`src/design/bfa_pkg.sv`:
```
// Shared types, codes and constants of the bitmap frame allocator.
`default_nettype none

package bfa_pkg;

  // Default geometry: number of frames and bytes per frame (a power of two).
  localparam int unsigned FRAME_CAPACITY_DEF = 262144;
  localparam int unsigned FRAME_BYTES_DEF    = 4096;

  // Fixed field widths.
  localparam int unsigned ADDR_W     = 32;
  localparam int unsigned KIB_W      = 21;
  localparam int unsigned UPPER_W    = 22;
  localparam int unsigned CMD_W      = 2;
  localparam int unsigned STATUS_W   = 2;
  localparam int unsigned CFG_IDX_W  = 2;
  localparam int unsigned CFG_DATA_W = 32;

  // Bitmap word geometry.
  localparam int unsigned WORD_BITS = 32;
  localparam int unsigned BIT_IDX_W = 5;

  // One MiB below the upper memory, and log2 of bytes per KiB.
  localparam int unsigned LOW_MEM_KIB = 1024;
  localparam int unsigned KIB_SHIFT   = 10;

  // Stream packing widths.
  localparam int unsigned S_TDATA_W = 32;
  localparam int unsigned M_TDATA_W = 80;

  typedef enum logic [CMD_W-1:0] {
    CMD_INIT  = 2'd0,
    CMD_ALLOC = 2'd1,
    CMD_FREE  = 2'd2,
    CMD_NOP   = 2'd3
  } cmd_e;

  typedef enum logic [STATUS_W-1:0] {
    ST_OK      = 2'd0,
    ST_NO_MEM  = 2'd1,
    ST_NO_INFO = 2'd2
  } status_e;

  typedef enum logic [CFG_IDX_W-1:0] {
    CFG_MEM_INFO_VALID    = 2'd0,
    CFG_UPPER_MEM_KIB     = 2'd1,
    CFG_RESERVED_END_ADDR = 2'd2
  } cfg_idx_e;

  // Commands from the controller to the datapath.
  typedef struct packed {
    logic capture;
    logic set_no_info;
    logic init_load;
    logic sweep;
    logic alloc_start;
    logic free_start;
    logic read;
    logic scan_next;
    logic alloc_take;
    logic alloc_fail;
    logic free_eval;
    logic out_load;
  } ctrl_cmd_t;

  // Status from the datapath to the controller.
  typedef struct packed {
    cmd_e cmd;
    logic info_valid;
    logic free_hit;
    logic sweep_last;
    logic word_full;
    logic alloc_fit;
    logic scan_end;
  } dp_sts_t;

endpackage

`default_nettype wire

```
`src/design/bfa_ctrl.sv`:
```
// Controller state machine of the bitmap frame allocator.
`default_nettype none

module bfa_ctrl (
  input  wire logic               clk_i,
  input  wire logic               rst_ni,
  input  wire logic               s_axis_tvalid,
  output logic                    s_axis_tready,
  output logic                    m_axis_tvalid,
  input  wire logic               m_axis_tready,
  input  wire bfa_pkg::dp_sts_t   sts_i,
  output bfa_pkg::ctrl_cmd_t      cmd_o
);

  typedef enum logic [6:0] {
    S_CLEAR  = 7'b0000001,
    S_IDLE   = 7'b0000010,
    S_DECODE = 7'b0000100,
    S_SWEEP  = 7'b0001000,
    S_READ   = 7'b0010000,
    S_EVAL   = 7'b0100000,
    S_RESP   = 7'b1000000
  } state_e;

  state_e state_q, state_d;
  logic   out_valid_q, out_valid_d;

  // Next state and command decode.
  always_comb begin
    state_d       = state_q;
    cmd_o         = '0;
    s_axis_tready = 1'b0;
    case (state_q)
      S_CLEAR: begin
        cmd_o.sweep = 1'b1;
        if (sts_i.sweep_last) begin
          state_d = S_IDLE;
        end
      end
      S_IDLE: begin
        s_axis_tready = 1'b1;
        if (s_axis_tvalid) begin
          cmd_o.capture = 1'b1;
          state_d       = S_DECODE;
        end
      end
      S_DECODE: begin
        case (sts_i.cmd)
          bfa_pkg::CMD_INIT: begin
            if (sts_i.info_valid) begin
              cmd_o.init_load = 1'b1;
              state_d         = S_SWEEP;
            end else begin
              cmd_o.set_no_info = 1'b1;
              state_d           = S_RESP;
            end
          end
          bfa_pkg::CMD_ALLOC: begin
            cmd_o.alloc_start = 1'b1;
            state_d           = S_READ;
          end
          bfa_pkg::CMD_FREE: begin
            if (sts_i.free_hit) begin
              cmd_o.free_start = 1'b1;
              state_d          = S_READ;
            end else begin
              state_d = S_RESP;
            end
          end
          default: begin
            state_d = S_RESP;
          end
        endcase
      end
      S_SWEEP: begin
        cmd_o.sweep = 1'b1;
        if (sts_i.sweep_last) begin
          state_d = S_RESP;
        end
      end
      S_READ: begin
        cmd_o.read = 1'b1;
        state_d    = S_EVAL;
      end
      S_EVAL: begin
        if (sts_i.cmd == bfa_pkg::CMD_FREE) begin
          cmd_o.free_eval = 1'b1;
          state_d         = S_RESP;
        end else if (!sts_i.word_full) begin
          if (sts_i.alloc_fit) begin
            cmd_o.alloc_take = 1'b1;
          end else begin
            cmd_o.alloc_fail = 1'b1;
          end
          state_d = S_RESP;
        end else if (sts_i.scan_end) begin
          cmd_o.alloc_fail = 1'b1;
          state_d          = S_RESP;
        end else begin
          cmd_o.scan_next = 1'b1;
          state_d         = S_READ;
        end
      end
      S_RESP: begin
        if (!out_valid_q || m_axis_tready) begin
          cmd_o.out_load = 1'b1;
          state_d        = S_IDLE;
        end
      end
      default: begin
        state_d = S_IDLE;
      end
    endcase
  end

  // Output slot: a loaded result waits here until the receiver takes it.
  always_comb begin
    if (cmd_o.out_load) begin
      out_valid_d = 1'b1;
    end else if (m_axis_tready) begin
      out_valid_d = 1'b0;
    end else begin
      out_valid_d = out_valid_q;
    end
  end

  assign m_axis_tvalid = out_valid_q;

  // State registers; reset starts the clearing pass over the bitmap.
  always_ff @(posedge clk_i or negedge rst_ni) begin
    if (!rst_ni) begin
      state_q     <= S_CLEAR;
      out_valid_q <= 1'b0;
    end else begin
      state_q     <= state_d;
      out_valid_q <= out_valid_d;
    end
  end

endmodule

`default_nettype wire

```
`config.mk`:
```
export PLATFORM = sky130hd
export DESIGN_NAME = bfa_ctrl
export DESIGN_NICKNAME = d
export VERILOG_FILES = /design/src/design/bfa_pkg.sv /design/src/design/bfa_ctrl.sv
export SDC_FILE = /design/constraint.sdc
export NUM_CORES = 1
export LEC_CHECK = 0
export BUFFER_PORTS_ARGS = -buffer_cell sky130_fd_sc_hd__buf_4
export CORE_ASPECT_RATIO = 1.2
export CORE_MARGIN = 4
export CORE_UTILIZATION = 37
export CTS_CLUSTER_SIZE = 12
export DETAILED_ROUTE_END_ITERATION = 7
export GPL_TIMING_DRIVEN = 0
export HOLD_SLACK_MARGIN = 0.15
export PLACE_DENSITY = 0.74
export SETUP_SLACK_MARGIN = 0.4
export SYNTH_ARGS = -nofsm -noshare
export SYNTH_HDL_FRONTEND = slang
export SYNTH_SLANG_ARGS = --single-unit
export TNS_END_PERCENT = 20
```
`constraint.sdc`:
```
create_clock -name clk_i -period 2.7 [get_ports clk_i]
set_input_delay 0.27 -clock clk_i [delete_from_list [all_inputs] [get_ports clk_i]]
set_output_delay 0.27 -clock clk_i [all_outputs]
set_load 0.02 [all_outputs]
```
==> flow_summary.ini, run 1 <==
[status]
outcome = complete, no violations

[power]
power-per-cell-area_nw_per_um2 = 630.3
leakagePower_uw = 0.0004313
ir_drop_mv = 0.2285

[die]
start_util_pct = 40.03
io_pins = 26
fp.dieArea_um2 = 2569
std_cell_rows = 16
core_area_um2 = 1682
die_x_um = 46.94
floorplan.die.height_um = 54.73

[placement]
detailedPlacementHpwl_mm = 1.228
gp_routability_congestion = 0.7463
port-buffer-count = 23
placedInstanceArea_um2 = 868.3

[global_routing]
groute.usage.overall_pct = 15.24
gr-total-overflow = 0
grt_pass1_wl_mm = 2.808
grt_pass1_vias = 695
grt_antenna_before_repair = 0
grt_start_max_net_pins = 11

[sta]
fin_worst_skew_ns = 0.0009526
tightest_slew_ns = 0.4374
grt_setup_unrepaired = true
drv_slew = 0
max_freq_mhz = 423.4
tns_ns = 0
finalCritPeriodShare_pct = 87.48
final.min_clock_period_ns = 2.362
hold_viol = 0
max_slew_margin_pct = 70.43
final_setup_vio_count = 0

[setup_path]
cp.required_ns = 2.43
start_kind = register
critPathArrivalTime_ns = 2.09
cp_max_fo = 8
crit_path_cell_trace = or4b_4 -> or3_4 -> nor4b_4 -> buf_4
timing.critical_path.slowest_stage_cell = or4b_4
ff2ff_setup_slack_ns = 0.63
critical_path.n_buffers_inverters = 1
timing.critical_path.max_delay_family = simple AND/OR/NAND/NOR gates
kind_of_critical_path = register to output pin
worst_path_largest_cell_delay_ns = 0.56
worstSetupEndpointType = output pin

[flow_run]
drv.max_cap_violation_count = 0

[finish]
final_layout_size_suffix_gt1_share_pct = 42.59
area_delta_synth_final_pct = 40.89
num-nets-final = 121
finalInstanceArea_um2 = 948.4
antennaDiodeCount = 0

[synth]
syn-instance-count = 77
synthesis.yosys.warnings = 0
synth.cell_area_um2 = 673.1
yosys_cell_types = 38
post_synth.cell_area_avg_um2 = 8.742
postSynthRegisterBits = 8
synth_fp_nets = 89
register_area_share_after_synthesis_pct = 29.93

[detailed_routing]
detail_routed_net_length_per_standard_cell_um = 14.01
met1_length_um = 757
routed_wl_mm = 1.765
highest_routed_metal_layer = met4
post-route-drc-count = 0
drt_first_pass_iters = 4
drtAntennaViolNets = 0
route.met3.wl_um = 137
routed-via-count = 719
drtIter0Drc = 16
wl_met2_um = 846
vias_per_cell = 5.706

[clock_tree]
cts_tree = yes
clkSlewWorstSetupHoldPaths_ns = 0.06
clock_tree.buffer_depth = 2
worstSkewPairLatency_ns = 0.26
cts_root_buffer = clkbuf_4
tritoncts_num_sinks = 8
cts-buffers-inserted = 3
cts_htree_levels = 1

[hold_path]
holdCritPathClass = primary input to register
cell families after synthesis:
kind of cell / Yosys count / synth area share, %
AOI/OAI and AO/OA: 12 / 13.20
DFF: 8 / 29.93
and+or+nand+nor: 47 / 46.84
xor gates and xnor gates: 2 / 2.603
buffers and inverters: 8 / 7.434
Yosys cell counts (all sizes together):
master | number | share of area [%]
o32ai | 1 | 1.3
and2 | 3 | 2.8
buf | 4 | 5.2
o211ai | 1 | 1.1
a22oi | 2 | 2.2
o22ai | 2 | 2.8
nor2 | 4 | 2.2
or4b | 2 | 4.1
nand3 | 2 | 1.5
or3 | 2 | 2.6
o221ai | 1 | 1.3
nor3b | 1 | 1.1
a21oi | 2 | 1.5
nor2b | 3 | 2.8
xor2 | 2 | 2.6
or2 | 3 | 2.8
dfstp | 1 | 3.9
nand2 | 3 | 1.7
nor4 | 4 | 3.7
nand3b | 1 | 1.1
o21ai | 1 | 0.74
nor3 | 5 | 3.7
dfrtp | 7 | 26
or2b | 1 | 1.1
a31oi | 1 | 0.93
a2bb2oi | 1 | 1.3
clkbuf | 3 | 1.7
nor4b | 5 | 7.4
nand2b | 5 | 4.6
inv | 1 | 0.56
or4 | 1 | 1.7
and3 | 2 | 1.9
repair_timing:
item | CTS | global route
endpoints found under the hold margin | 8 | 0
endpoints found under the setup margin | 6 | 8
pin swaps | 3 | 2
resized for setup | 5 | 1
hold buffers | 1 | 0
buffers inserted | 3 | 0
worst paths after layout:
path                               start  depth (start not counted)          to
max in group asynchronous         rst_ni                          2  state_q[0]
min in group asynchronous         rst_ni                          2  state_q[3]
setup reg to reg              state_q[5]                          6  state_q[6]
hold reg to reg               state_q[0]                          1  state_q[0]
setup / recovery              state_q[4]                          4    cmd_o[9]
hold / removal             s_axis_tvalid                          2  state_q[1]
area by class of cell:
| cell class | instances | area [um2] |
|---|---|---|
| well taps | 18 | 22.52 |
| clock buffers | 4 | 26.28 |
| plain buffers | 7 | 46.29 |
| repair buffers | 27 | 209.0 |
| fillers | 173 | 733.2 |
| inverters | 1 | 3.754 |
| flip-flops and latches | 8 | 202.7 |
| multi-input cells | 61 | 437.9 |
sequential cells by signal, summed over array words and instances, names as in the netlist:
name	cells
state_q	7
m_axis_tvalid	1
stage by stage:
| step | setup slack [ns] | cells | util (%) | hold WS [ns] | power (uW) |
|---|---|---|---|---|---|
| 3_5_place_dp | 0.4895 | 118 | 51.64 | 0.09622 | 451.6 |
| 6_report | 0.3382 | 126 | 56.40 | 0.2349 | 597.8 |
| 4_1_cts | 0.2966 | 126 | 56.10 | 0.2242 | 594.6 |
| 3_3_place_gp | 0.5152 | 118 | 51.64 | 0.09475 | 445.6 |
| 2_1_floorplan | 0.4331 | 77 | - | -0.02559 | 370.1 |
| 5_1_grt | 0.2496 | 126 | 56.40 | 0.2249 | 638.8 |
cells in the final DEF, fill, tap and decap left out, types with 3 or more instances in the layout:
| master | netlist | routed |
|---|---|---|
| buf_4 | 1 | 26 |
| dfrtp_1 | 7 | 6 |
| buf_6 | 2 | 3 |
| nor4_1 | 4 | 4 |
| nand2b_1 | 5 | 5 |
| nor4b_1 | 4 | 4 |
| nor2_1 | 4 | 4 |
| clkbuf_4 | 0 | 3 |
| nor3_1 | 5 | 4 |
| nor2b_1 | 3 | 3 |
| clkbuf_1 | 3 | 4 |
| nand2_1 | 3 | 3 |
power breakdown:
| part | total, uW | internal (uW) | switching [uW] |
|---|---|---|---|
| Combinational | 321 | 166 | 155 |
| Sequential | 175 | 140 | 34.7 |
| Clock | 102 | 56.8 | 44.9 |
metal layers:
layer  vias to the layer above  track usage [%]
met1                       328            17.98
met2                        38            26.47
met4                         0            8.295
met3                         4            1.316
li1                        349                -
met5                         -                0
(Power assumes the default switching activity.)
==> run 2, diff against run 1 <==
--- a/config.mk
+++ b/config.mk
@@ -7,8 +7,8 @@
 export LEC_CHECK = 0
 export BUFFER_PORTS_ARGS = -buffer_cell sky130_fd_sc_hd__buf_4
 export CORE_ASPECT_RATIO = 1.2
-export CORE_MARGIN = 4
 export CORE_UTILIZATION = 37
+export CTS_BUF_LIST = sky130_fd_sc_hd__clkbuf_16
 export CTS_CLUSTER_SIZE = 12
 export DETAILED_ROUTE_END_ITERATION = 7
 export GPL_TIMING_DRIVEN = 0
==> flow_summary.ini, run 2 (synthesized netlist as in run 1, its figures left out) <==
[status]
outcome = complete, no violations

[clock_tree]
cts_tree = yes
clkSlewWorstSetupHoldPaths_ns = 0.04
clock_tree.buffer_depth = 2
cts_htree_levels = 1
worstSkewPairLatency_ns = 0.23
tritoncts_num_sinks = 8
cts-buffers-inserted = 3
cts_root_buffer = clkbuf_16

[sta]
drv_slew = 0
tns_ns = 0
tightest_slew_ns = 0.4226
hold_viol = 0
finalCritPeriodShare_pct = 86.29
fin_worst_skew_ns = 0.0006274
final.min_clock_period_ns = 2.330
max_freq_mhz = 429.2
max_slew_margin_pct = 71.83
grt_setup_unrepaired = true
final_setup_vio_count = 0

[die]
floorplan.die.height_um = 48.73
std_cell_rows = 16
fp.dieArea_um2 = 1995
core_area_um2 = 1662
io_pins = 26
start_util_pct = 40.51
die_x_um = 40.94

[power]
power_frac_seq_pct = 23.2
comb_power_share_pct = 43.1
leakagePower_uw = 0.0004720
ir_drop_mv = 0.3099
switchingPower_uw = 257.3
share_clk_of_total_power_pct = 33.7
sw_ratio_pct = 33.67
internal_power_uw = 506.8
power-per-cell-area_nw_per_um2 = 746.5

[global_routing]
grt_pass1_vias = 679
groute.usage.overall_pct = 20.57
gr-total-overflow = 0
grt_start_max_net_pins = 11
grt_pass1_wl_mm = 2.870
grt_antenna_before_repair = 0

[detailed_routing]
routed-via-count = 720
drtAntennaViolNets = 0
drtIter0Drc = 12
vias_per_cell = 5.625
post-route-drc-count = 0
routed_wl_mm = 1.795
detail_routed_net_length_per_standard_cell_um = 14.02
drt_first_pass_iters = 4

[setup_path]
crit_path_cell_trace = or4b_4 -> or3_4 -> nor4b_4 -> buf_4
worst_path_largest_cell_delay_ns = 0.56
cp.required_ns = 2.43
cp_max_fo = 8
timing.critical_path.slowest_stage_cell = or4b_4
start_kind = register
critPathArrivalTime_ns = 2.06
ff2ff_setup_slack_ns = 0.63
kind_of_critical_path = register to output pin
worstSetupEndpointType = output pin

[finish]
top_register = state_q
final_core_utilization_pct = 61.60
num-nets-final = 123
final_common_cell = buf_4
number_of_flip_flops_in_the_largest_register = 7
final_layout_size_suffix_gt1_share_pct = 45.45
antennaDiodeCount = 0
final.fill_count = 165
area_delta_synth_final_pct = 52.04
most-common-layout-cells = 28 x buf_4, 6 x dfrtp_1, 5 x nand2b_1

[placement]
gp_routability_congestion = 0.7146
detailedPlacementHpwl_mm = 1.196
port-buffer-count = 23

[hold_path]
holdCritPathClass = primary input to register

[flow_run]
drv.max_cap_violation_count = 0
run 2: critical path, delay by kind of cell, from the launching register on:
family        cells  cell delay [ns]
buf+inv           1             0.19
flops             1             0.45
simple gates      3             1.18
run 2: power groups by stage:
| stage | Sequential, uW | Clock [uW] | Combinational [uW] |
|---|---|---|---|
| 2_1_floorplan | 168 | 0 | 202 |
| 3_3_place_gp | 173 | 0 | 273 |
| 3_5_place_dp | 176 | 0 | 278 |
| 4_1_cts | 175 | 261 | 319 |
| 5_1_grt | 179 | 273 | 356 |
| 6_report | 177 | 258 | 329 |
run 2: worst paths after layout:
path                                    start         end  cells past startpoint
worst max-delay path               state_q[4]    cmd_o[9]                      4
worst min-delay path            s_axis_tvalid  state_q[1]                      2
worst max register to register     state_q[5]  state_q[6]                      6
worst min register to register     state_q[0]  state_q[0]                      1
max in group asynchronous              rst_ni  state_q[0]                      2
min in group asynchronous              rst_ni  state_q[1]                      2
run 2: repair_timing:
item                                    CTS  global route
setup buffers                             5             0
hold endpoints to repair                  8             0
pin swaps                                 4             1
endpoints found under the setup margin    5             8
hold buffers                              1             0
gates resized for setup                   5             4
run 2: layer usage:
metal / wire (um) / vias up / track usage (%)
met5: 0 / - / 0
met4: 35 / 0 / 8.333
met3: 88 / 8 / 4.587
met2: 914 / 34 / 33.85
met1: 757 / 328 / 23.92
li1: - / 350 / -
run 2: layout make-up:
type	count	area, um2	share of cell area (%)
repair buffers	29	224.0	21.88
inverters	1	3.754	0.3667
flip-flops and latches	8	202.7	19.80
multi-input cells	61	444.2	43.40
plain buffers	7	47.55	4.645
clock inverters	1	3.754	0.3667
well taps	18	22.52	2.200
clock buffers	3	75.07	7.335
run 2: through the flow:
step,instances,setup WS [ns],hold WS (ns),power [uW],cell area (um2)
6_report,128,0.3703,0.2686,764.1,1023
5_1_grt,128,0.3253,0.2759,808.8,1023
4_1_cts,128,0.3371,0.2657,755.0,1015
3_5_place_dp,118,0.4860,0.1005,454.2,868.3
3_3_place_gp,118,0.5140,0.09627,445.8,868.3
2_1_floorplan,77,0.4331,-0.02559,370.1,673.1
